--- config.mk ---
export PLATFORM = sky130hd
export DESIGN_NAME = sigmoid_lut_interpolator
export DESIGN_NICKNAME = d
export VERILOG_FILES = /design/src/rtl/sli_pkg.sv /design/src/rtl/sigmoid_lut_interpolator.sv
export SDC_FILE = /design/constraint.sdc
export NUM_CORES = 1
export LEC_CHECK = 0
export BUFFER_PORTS_ARGS = -buffer_cell sky130_fd_sc_hd__buf_2
export CORE_ASPECT_RATIO = 1.4
export CORE_MARGIN = 2
export CORE_UTILIZATION = 40
export CTS_CLUSTER_SIZE = 10
export DETAILED_ROUTE_END_ITERATION = 10
export MAX_ROUTING_LAYER = met4
export SLEW_MARGIN = 5
export SYNTH_ARGS = -nofsm -noshare
export SYNTH_HDL_FRONTEND = slang
export SYNTH_SLANG_ARGS = --single-unit
--- constraint.sdc ---
create_clock -name clk -period 6.8 [get_ports clk]
set_clock_uncertainty 0.05 [all_clocks]
set_input_delay 1.02 -clock clk [delete_from_list [all_inputs] [get_ports clk]]
set_output_delay 1.02 -clock clk [all_outputs]
set_load 0.02 [all_outputs]
--- src/rtl/sli_pkg.sv ---
// ----------------------------------------------------------------------------
// Sigmoid interpolator package
// Shared constants and the sigmoid ROM contents, built at elaboration time
// with exact integer arithmetic.
// ----------------------------------------------------------------------------
package sli_pkg;

  localparam int LUT_BITS_DEF = 8;
  localparam int Q_FRAC       = 14;
  localparam int SPAN         = 131072;
  localparam int ROM_IDX_W    = 8;
  localparam int ROM_DEPTH    = 1 << ROM_IDX_W;
  localparam int HALF_DEPTH   = ROM_DEPTH / 2;
  localparam int SIG_W        = 15;
  localparam int SAMPLE_W     = 32;
  localparam int ARG_W        = 18;

  typedef logic [SIG_W-1:0] sig_rom_t [ROM_DEPTH];

  function automatic logic [63:0] udiv64(logic [63:0] num, logic [63:0] den);
    logic [64:0] rem;
    logic [63:0] quo;
    rem = '0;
    quo = '0;
    for (int i = 63; i >= 0; i--) begin
      rem = {rem[63:0], num[i]};
      if (rem >= {1'b0, den}) begin
        rem    = rem - {1'b0, den};
        quo[i] = 1'b1;
      end
    end
    return quo;
  endfunction

  function automatic logic [63:0] mul_shr60(logic [63:0] a, logic [63:0] b);
    logic [127:0] p;
    p = {64'd0, a} * {64'd0, b};
    return p[123:60];
  endfunction

  function automatic sig_rom_t build_sig_rom();
    sig_rom_t    rom;
    logic [63:0] term;
    logic [63:0] growth;
    logic [63:0] e;
    logic [63:0] d;
    logic [63:0] q;
    logic [SIG_W-1:0] neg_half [HALF_DEPTH+1];
    term   = 64'd1 << 60;
    growth = term;
    for (int n = 1; n < 40; n++) begin
      if (term != 64'd0) begin
        term   = udiv64(term, 64'(16 * n));
        growth = growth + term;
      end
    end
    e = 64'd1 << 48;
    for (int k = 0; k <= HALF_DEPTH; k++) begin
      d           = (64'd1 << 48) + e;
      q           = udiv64((64'd1 << 62) + (d >> 1), d);
      neg_half[k] = q[SIG_W-1:0];
      e           = mul_shr60(e, growth);
    end
    for (int m = 0; m < ROM_DEPTH; m++) begin
      if (m < HALF_DEPTH) begin
        rom[m] = neg_half[HALF_DEPTH-m];
      end else begin
        rom[m] = SIG_W'(16384) - neg_half[m-HALF_DEPTH];
      end
    end
    return rom;
  endfunction

  localparam sig_rom_t SIG_ROM = build_sig_rom();

endpackage

--- src/rtl/sigmoid_lut_interpolator.sv ---
// ----------------------------------------------------------------------------
// Sigmoid LUT interpolator
// Throughput: one word per cycle unless out_ready stalls the output.
// The five register stages each hold one word and advance independently,
// so bubbles are squeezed out under stall.
// Reset: synchronous, active low; clears the stage valid bits only.
// Q14 sigmoid by table lookup with linear interpolation between entries.
// ----------------------------------------------------------------------------
module sigmoid_lut_interpolator
  import sli_pkg::*;
#(
  parameter int LUT_BITS = LUT_BITS_DEF
) (
  input  logic                clk,
  input  logic                rst_n,
  input  logic                in_valid,
  output logic                in_ready,
  input  logic [SAMPLE_W-1:0] in_sample_in,
  output logic                out_valid,
  input  logic                out_ready,
  output logic [SIG_W-1:0]    out_sigmoid_out
);

  localparam int NSTG    = 5;
  localparam int FRAC_W  = ARG_W - LUT_BITS;
  localparam int STEP    = 1 << FRAC_W;
  localparam int NUM_W   = 30;
  localparam int GRAD_W  = NUM_W - FRAC_W;
  localparam int PROD_W  = GRAD_W + FRAC_W + 1;
  localparam int CORR_W  = PROD_W - Q_FRAC;
  localparam int SUM_W   = CORR_W + 1;
  localparam int LAST    = (1 << LUT_BITS) - 1;

  localparam logic signed [SAMPLE_W-1:0] HI_LIM  = SAMPLE_W'(SPAN - STEP);
  localparam logic signed [SAMPLE_W-1:0] LO_LIM  = -SAMPLE_W'(SPAN);
  localparam logic signed [NUM_W-1:0]    HALF    = NUM_W'(STEP / 2);
  localparam logic signed [NUM_W-1:0]    STEP_M1 = NUM_W'(STEP - 1);
  localparam logic signed [PROD_W-1:0]   RND     = PROD_W'(1 << (Q_FRAC - 1));

  logic [NSTG-1:0] vld_r;
  logic [NSTG-1:0] vld_nxt;
  logic [NSTG-1:0] en;

  logic signed [SAMPLE_W-1:0] s1_sample_r;
  logic [SIG_W-1:0]           s2_lo_r, s2_hi_r;
  logic [FRAC_W-1:0]          s2_frac_r;
  logic signed [GRAD_W-1:0]   s3_grad_r;
  logic [SIG_W-1:0]           s3_lo_r;
  logic [FRAC_W-1:0]          s3_frac_r;
  logic signed [PROD_W-1:0]   s4_prod_r;
  logic [SIG_W-1:0]           s4_lo_r;
  logic [SIG_W-1:0]           s5_y_r;

  logic [SIG_W-1:0]           s2_lo_nxt, s2_hi_nxt;
  logic [FRAC_W-1:0]          s2_frac_nxt;
  logic signed [GRAD_W-1:0]   s3_grad_nxt;
  logic signed [PROD_W-1:0]   s4_prod_nxt;
  logic [SIG_W-1:0]           s5_y_nxt;

  logic [ARG_W-1:0]           biased;
  logic [LUT_BITS-1:0]        pos;
  logic [ROM_IDX_W-1:0]       idx_lo, idx_hi;
  logic signed [SIG_W:0]      diff;
  logic signed [NUM_W-1:0]    num;
  logic signed [NUM_W-1:0]    num_adj;
  logic signed [CORR_W-1:0]   corr;
  logic signed [SUM_W-1:0]    sum;

  always_comb begin
    en[NSTG-1] = !vld_r[NSTG-1] || out_ready;
    for (int k = NSTG - 2; k >= 0; k--) begin
      en[k] = !vld_r[k] || en[k+1];
    end
    vld_nxt = vld_r;
    for (int k = 0; k < NSTG; k++) begin
      if (en[k]) begin
        vld_nxt[k] = (k == 0) ? in_valid : vld_r[(k == 0) ? 0 : k - 1];
      end
    end
  end

  assign in_ready        = en[0];
  assign out_valid       = vld_r[NSTG-1];
  assign out_sigmoid_out = s5_y_r;

  always_comb begin
    biased = s1_sample_r[ARG_W-1:0] ^ ARG_W'(SPAN);
    pos    = biased[ARG_W-1:FRAC_W];
    idx_lo = ROM_IDX_W'(pos) << (ROM_IDX_W - LUT_BITS);
    idx_hi = ROM_IDX_W'(LUT_BITS'(pos + LUT_BITS'(1))) << (ROM_IDX_W - LUT_BITS);
    if (s1_sample_r >= HI_LIM) begin
      s2_lo_nxt   = SIG_ROM[ROM_IDX_W'(LAST) << (ROM_IDX_W - LUT_BITS)];
      s2_hi_nxt   = s2_lo_nxt;
      s2_frac_nxt = '0;
    end else if (s1_sample_r <= LO_LIM) begin
      s2_lo_nxt   = SIG_ROM[0];
      s2_hi_nxt   = s2_lo_nxt;
      s2_frac_nxt = '0;
    end else begin
      s2_lo_nxt   = SIG_ROM[idx_lo];
      s2_hi_nxt   = SIG_ROM[idx_hi];
      s2_frac_nxt = biased[FRAC_W-1:0];
    end
  end

  always_comb begin
    diff = $signed({1'b0, s2_hi_r}) - $signed({1'b0, s2_lo_r});
    num  = $signed({diff[NUM_W-Q_FRAC-1:0], {Q_FRAC{1'b0}}});
    if (num >= 0) begin
      num_adj     = num + HALF;
      s3_grad_nxt = GRAD_W'(num_adj >>> FRAC_W);
    end else begin
      num_adj     = num - HALF + STEP_M1;
      s3_grad_nxt = GRAD_W'(num_adj >>> FRAC_W);
    end
  end

  always_comb begin
    s4_prod_nxt = PROD_W'(s3_grad_r) * PROD_W'($signed({1'b0, s3_frac_r}));
  end

  always_comb begin
    corr     = CORR_W'((s4_prod_r + RND) >>> Q_FRAC);
    sum      = $signed(SUM_W'(s4_lo_r)) + SUM_W'(corr);
    s5_y_nxt = sum[SIG_W-1:0];
  end

  always_ff @(posedge clk) begin
    if (!rst_n) begin
      vld_r <= '0;
    end else begin
      vld_r <= vld_nxt;
    end
  end

  always_ff @(posedge clk) begin
    if (en[0]) begin
      s1_sample_r <= in_sample_in;
    end
    if (en[1]) begin
      s2_lo_r   <= s2_lo_nxt;
      s2_hi_r   <= s2_hi_nxt;
      s2_frac_r <= s2_frac_nxt;
    end
    if (en[2]) begin
      s3_grad_r <= s3_grad_nxt;
      s3_lo_r   <= s2_lo_r;
      s3_frac_r <= s2_frac_r;
    end
    if (en[3]) begin
      s4_prod_r <= s4_prod_nxt;
      s4_lo_r   <= s3_lo_r;
    end
    if (en[4]) begin
      s5_y_r <= s5_y_nxt;
    end
  end

  a_out_range: assert property (@(posedge clk) disable iff (!rst_n)
    out_valid |-> out_sigmoid_out <= SIG_W'(16384))
    else $error("sigmoid output above one");

  a_rom_monotone: assert property (@(posedge clk) disable iff (!rst_n)
    vld_r[1] |-> s2_hi_r >= s2_lo_r)
    else $error("table neighbors out of order");

  a_full_when_blocked: assert property (@(posedge clk) disable iff (!rst_n)
    !in_ready |-> (&vld_r))
    else $error("input blocked with a free pipeline stage");

  a_empty_after_reset: assert property (@(posedge clk)
    $past(!rst_n) |-> !out_valid)
    else $error("output word valid right after reset");

endmodule

==> metrics.md <==
| Metric | Value |
|---|---|
| Routed vias/inst | `6.17` |
| Final Critical Period | `6060 ps` |
| Initial core utilization | `40.6%` |
| Die area | `48500 sq um` |
| Max-slew violation count | `0` |
| CTS root buffer | `clkbuf_16` |
| Fillers | `4627` |
| R2R depth | `18` |
| Number of remaining DRC errors | `0` |
| Top-level port count | `53` |
| Number of global-route vias before repair | `17.3k` |
| Fin crit share | `89.1%` |
| Placer Congestion | `1.02` |
| Sequential area share after synthesis | `25.4%` |
| DRT iter0 DRCs | `1769` |
| Critical path class | `register to register` |
| Rows | `93` |
| Synth Instances | `2212` |
| Synth top area cells | `edfxtp_1 (25%), fa_1 (15%), ha_1 (6.8%)` |
| Tightest Hold Check Type | `register to register` |
| Largest net degree at the start of global routing | `92` |
| R2R Setup Slk | `740 ps` |
| Power per cell area | `160 nW/um^2` |
| Initial antenna violation count | `0` |
| Hpwl dp | `47.1 mm` |
| Post-place setup slack | `730 ps` |
| Fraction of registers with async set/reset | `0%` |
| EDFF count, synth | `155` |
| Ys Warns | `0` |
| Hold Path Depth | `0` |
| DR WL/cell | `23.5 um` |
| Post-CTS sizing | `0` |
| Later-pin clock latency in the skew report | `460 ps` |
| Mapped cell area | `18700 sq um` |
| CP startpoint kind | `register` |
| Die width | `187 um` |
| Grt total ovfl | `0` |
| Hold Buf Count CTS | `0` |
| CTS Buffer Depth | `2` |
| TritonCTS Buffers | `17` |
| Nets | `2423` |
| Footprint of the multi-input gates | `12400 sq um` |
| Max-Cap Viols | `0` |
| Diodes inserted | `0` |
| Worst-path clk slew | `70 ps` |
| Reg2reg start | `s3_frac_r[4]$_DFFE_PP_` |
| Post-route ant nets | `0` |
| GR Util All Layers | `27.7%` |
| Hold EP | `s4_lo_r[9]$_DFFE_PP_` |
| Crit path arrival time | `6220 ps` |
| Vias | `17.1k` |
| Reg area | `4750 sq um` |
| TritonCTS clock tree | `done` |
| Most frequent cells in the layout | `nand2_1 (260), inv_1 (219), a21oi_1 (157), edfxtp_1 (155), nor2_1 (144)` |
| Worst hold start | `s3_lo_r[9]$_DFFE_PP_` |
| Leakage | `8.57 nW` |
| # Post-CTS Setup Buffers | `0` |
| Yosys cell types | `83` |
| Hold Vio Cnt, Final | `0` |
| CP required | `6950 ps` |
| Reg-to-reg endpoint | `s4_prod_r[26]$_DFFE_PP_` |
| DRT Wirelength | `65.2 mm` |
| Syn nets | `2488` |
| First-pass GRT wire length | `101 mm` |
| Syn-to-layout area delta | `6.79%` |
| Commonest register cell after synthesis | `edfxtp_1` |
| Num Clock Sinks | `160` |
| Setup-failing EPs final | `0` |
| Number of synthesized register bits | `160` |
| Layout cells sized above 1 | `7.87%` |
| Setup crit end kind | `register` |
| Rel. slew slack | `13.3%` |
| Status | `finished, final reports clean` |
| Maximum fanout along the worst path | `16` |
| TritonRoute pass-1 iters | `7` |
| Die H | `260 um` |
| Commonest non-fill, non-tap cell in the layout | `nand2_1` |
| Top cell type's share of synthesized area | `24.9%` |
| Worst setup slack after layout | `738 ps` |
| Worst slew pin tran | `1290 ps` |
| IO buf count | `52` |
| H-Tree Depth | `4` |
| Largest area contributor in the netlist | `edfxtp_1` |
| Fmax | `0.165 GHz` |
| Core area | `46100 sq um` |
| Syn Area/Cell | `8.45 sq um` |
| RSZ-0062 raised after global routing | `no` |
| Worst ir drop on vdd | `0.169 mV` |
| Setup TNS | `0 ps` |
==> per-layer routing <==
layer | up-vias | track usage [%] | part of all wire [%]
li1 | 7690 | - | -
met1 | 8281 | 30.2 | 36
met2 | 902 | 47.6 | 50
met3 | 260 | 3.18 | 6.8
met4 | 0 | 18.5 | 7.3
met5 | - | - | 0
==> power breakdown <==
part / internal (mW) / switching, mW / leakage [nW]
Combinational: 0.283 / 0.582 / 6.49
Clock: 0.535 / 0.455 / 0.295
Sequential: 1.18 / 0.151 / 1.79
Total: 2.00 / 1.19 / 8.57
==> area by class of cell <==
cell class	instances	share of cell area [%]
clock inverters	14	0.840
inverters	225	4.23
multi-input cells	1646	62.0
repair buffers	97	3.06
well taps	617	3.87
flip-flops and latches	160	23.8
clock buffers	18	2.20
==> sequential cells by signal, summed over array words and instances, names as in the netlist <==
name / count
out_sigmoid_out: 15
s1_sample_r: 32
s2_frac_r: 10
s2_hi_r: 14
s2_lo_r: 14
s3_frac_r: 10
s3_grad_r: 16
s3_lo_r: 14
s4_lo_r: 14
s4_prod_r: 16
vld_r: 5
==> per-stage QoR <==
stage                     utilization [%]  power [mW]  cell area, sq um  cells  hold WS, ps
after detailed placement             42.0        2.19             19400   2745          355
after CTS                            43.3        3.18             20000   2777          364
after global routing                 43.3        3.32             20000   2777          366
after global placement               42.0        2.18             19400   2745          358
final                                43.3        3.19             20000   2777          367
after floorplan                         -        1.88             18700   2212          350
==> cell usage after synthesis (all sizes together) (21+ instances only) <==
master / n
a211oi: 42
a21o: 21
a21oi: 158
a311oi: 28
a31oi: 44
and2: 97
buf: 88
clkbuf: 93
edfxtp: 155
fa: 139
ha: 101
inv: 221
nand2: 261
nand3: 54
nor2: 147
nor3: 50
o211ai: 47
o21ai: 124
xnor2: 53
==> worst max-delay path by stage <==
stage | to | from | slack, ps | depth (start not counted)
global placement | s4_prod_r[25]$_DFFE_PP_ | s3_frac_r[4]$_DFFE_PP_ | 820 | 18
CTS | s4_prod_r[26]$_DFFE_PP_ | s3_frac_r[3]$_DFFE_PP_ | 740 | 18
detailed placement | s4_prod_r[26]$_DFFE_PP_ | s3_frac_r[3]$_DFFE_PP_ | 730 | 18
finish | s4_prod_r[26]$_DFFE_PP_ | s3_frac_r[4]$_DFFE_PP_ | 740 | 18
floorplan | s4_prod_r[28]$_DFFE_PP_ | s3_frac_r[4]$_DFFE_PP_ | 1320 | 19
global route | s4_prod_r[25]$_DFFE_PP_ | s3_frac_r[4]$_DFFE_PP_ | 440 | 18
==> critical path: stages, from the launching register on <==
cell and delay, ps:
edfxtp_1 700, nand2_1 160, fa_1 540, fa_1 520
inv_1 40, ha_1 310, fa_1 540, inv_1 50
fa_1 530, inv_1 40, ha_1 330, a2111oi_2 300
o31ai_1 190, a31oi_1 390, a31oi_1 270, a21bo_2 270
or3_1 330, a21oi_1 190, xnor2_1 90
==> kinds of logic (layout without fill, tap and decap cells) <==
logic type / count (synthesis) / after routing / share of synthesized area, %
and+or+nand+nor: 700 / 700 / 17.5
AOI/OAI and AO/OA: 621 / 621 / 22.0
buffers and inverters: 406 / 354 / 8.70
adders and majority gates: 240 / 240 / 21.7
DFF: 160 / 160 / 25.4
xor gates and xnor gates: 72 / 72 / 3.49
muxes: 13 / 13 / 1.18
No activity file was read; power rests on OpenSTA's default activity.
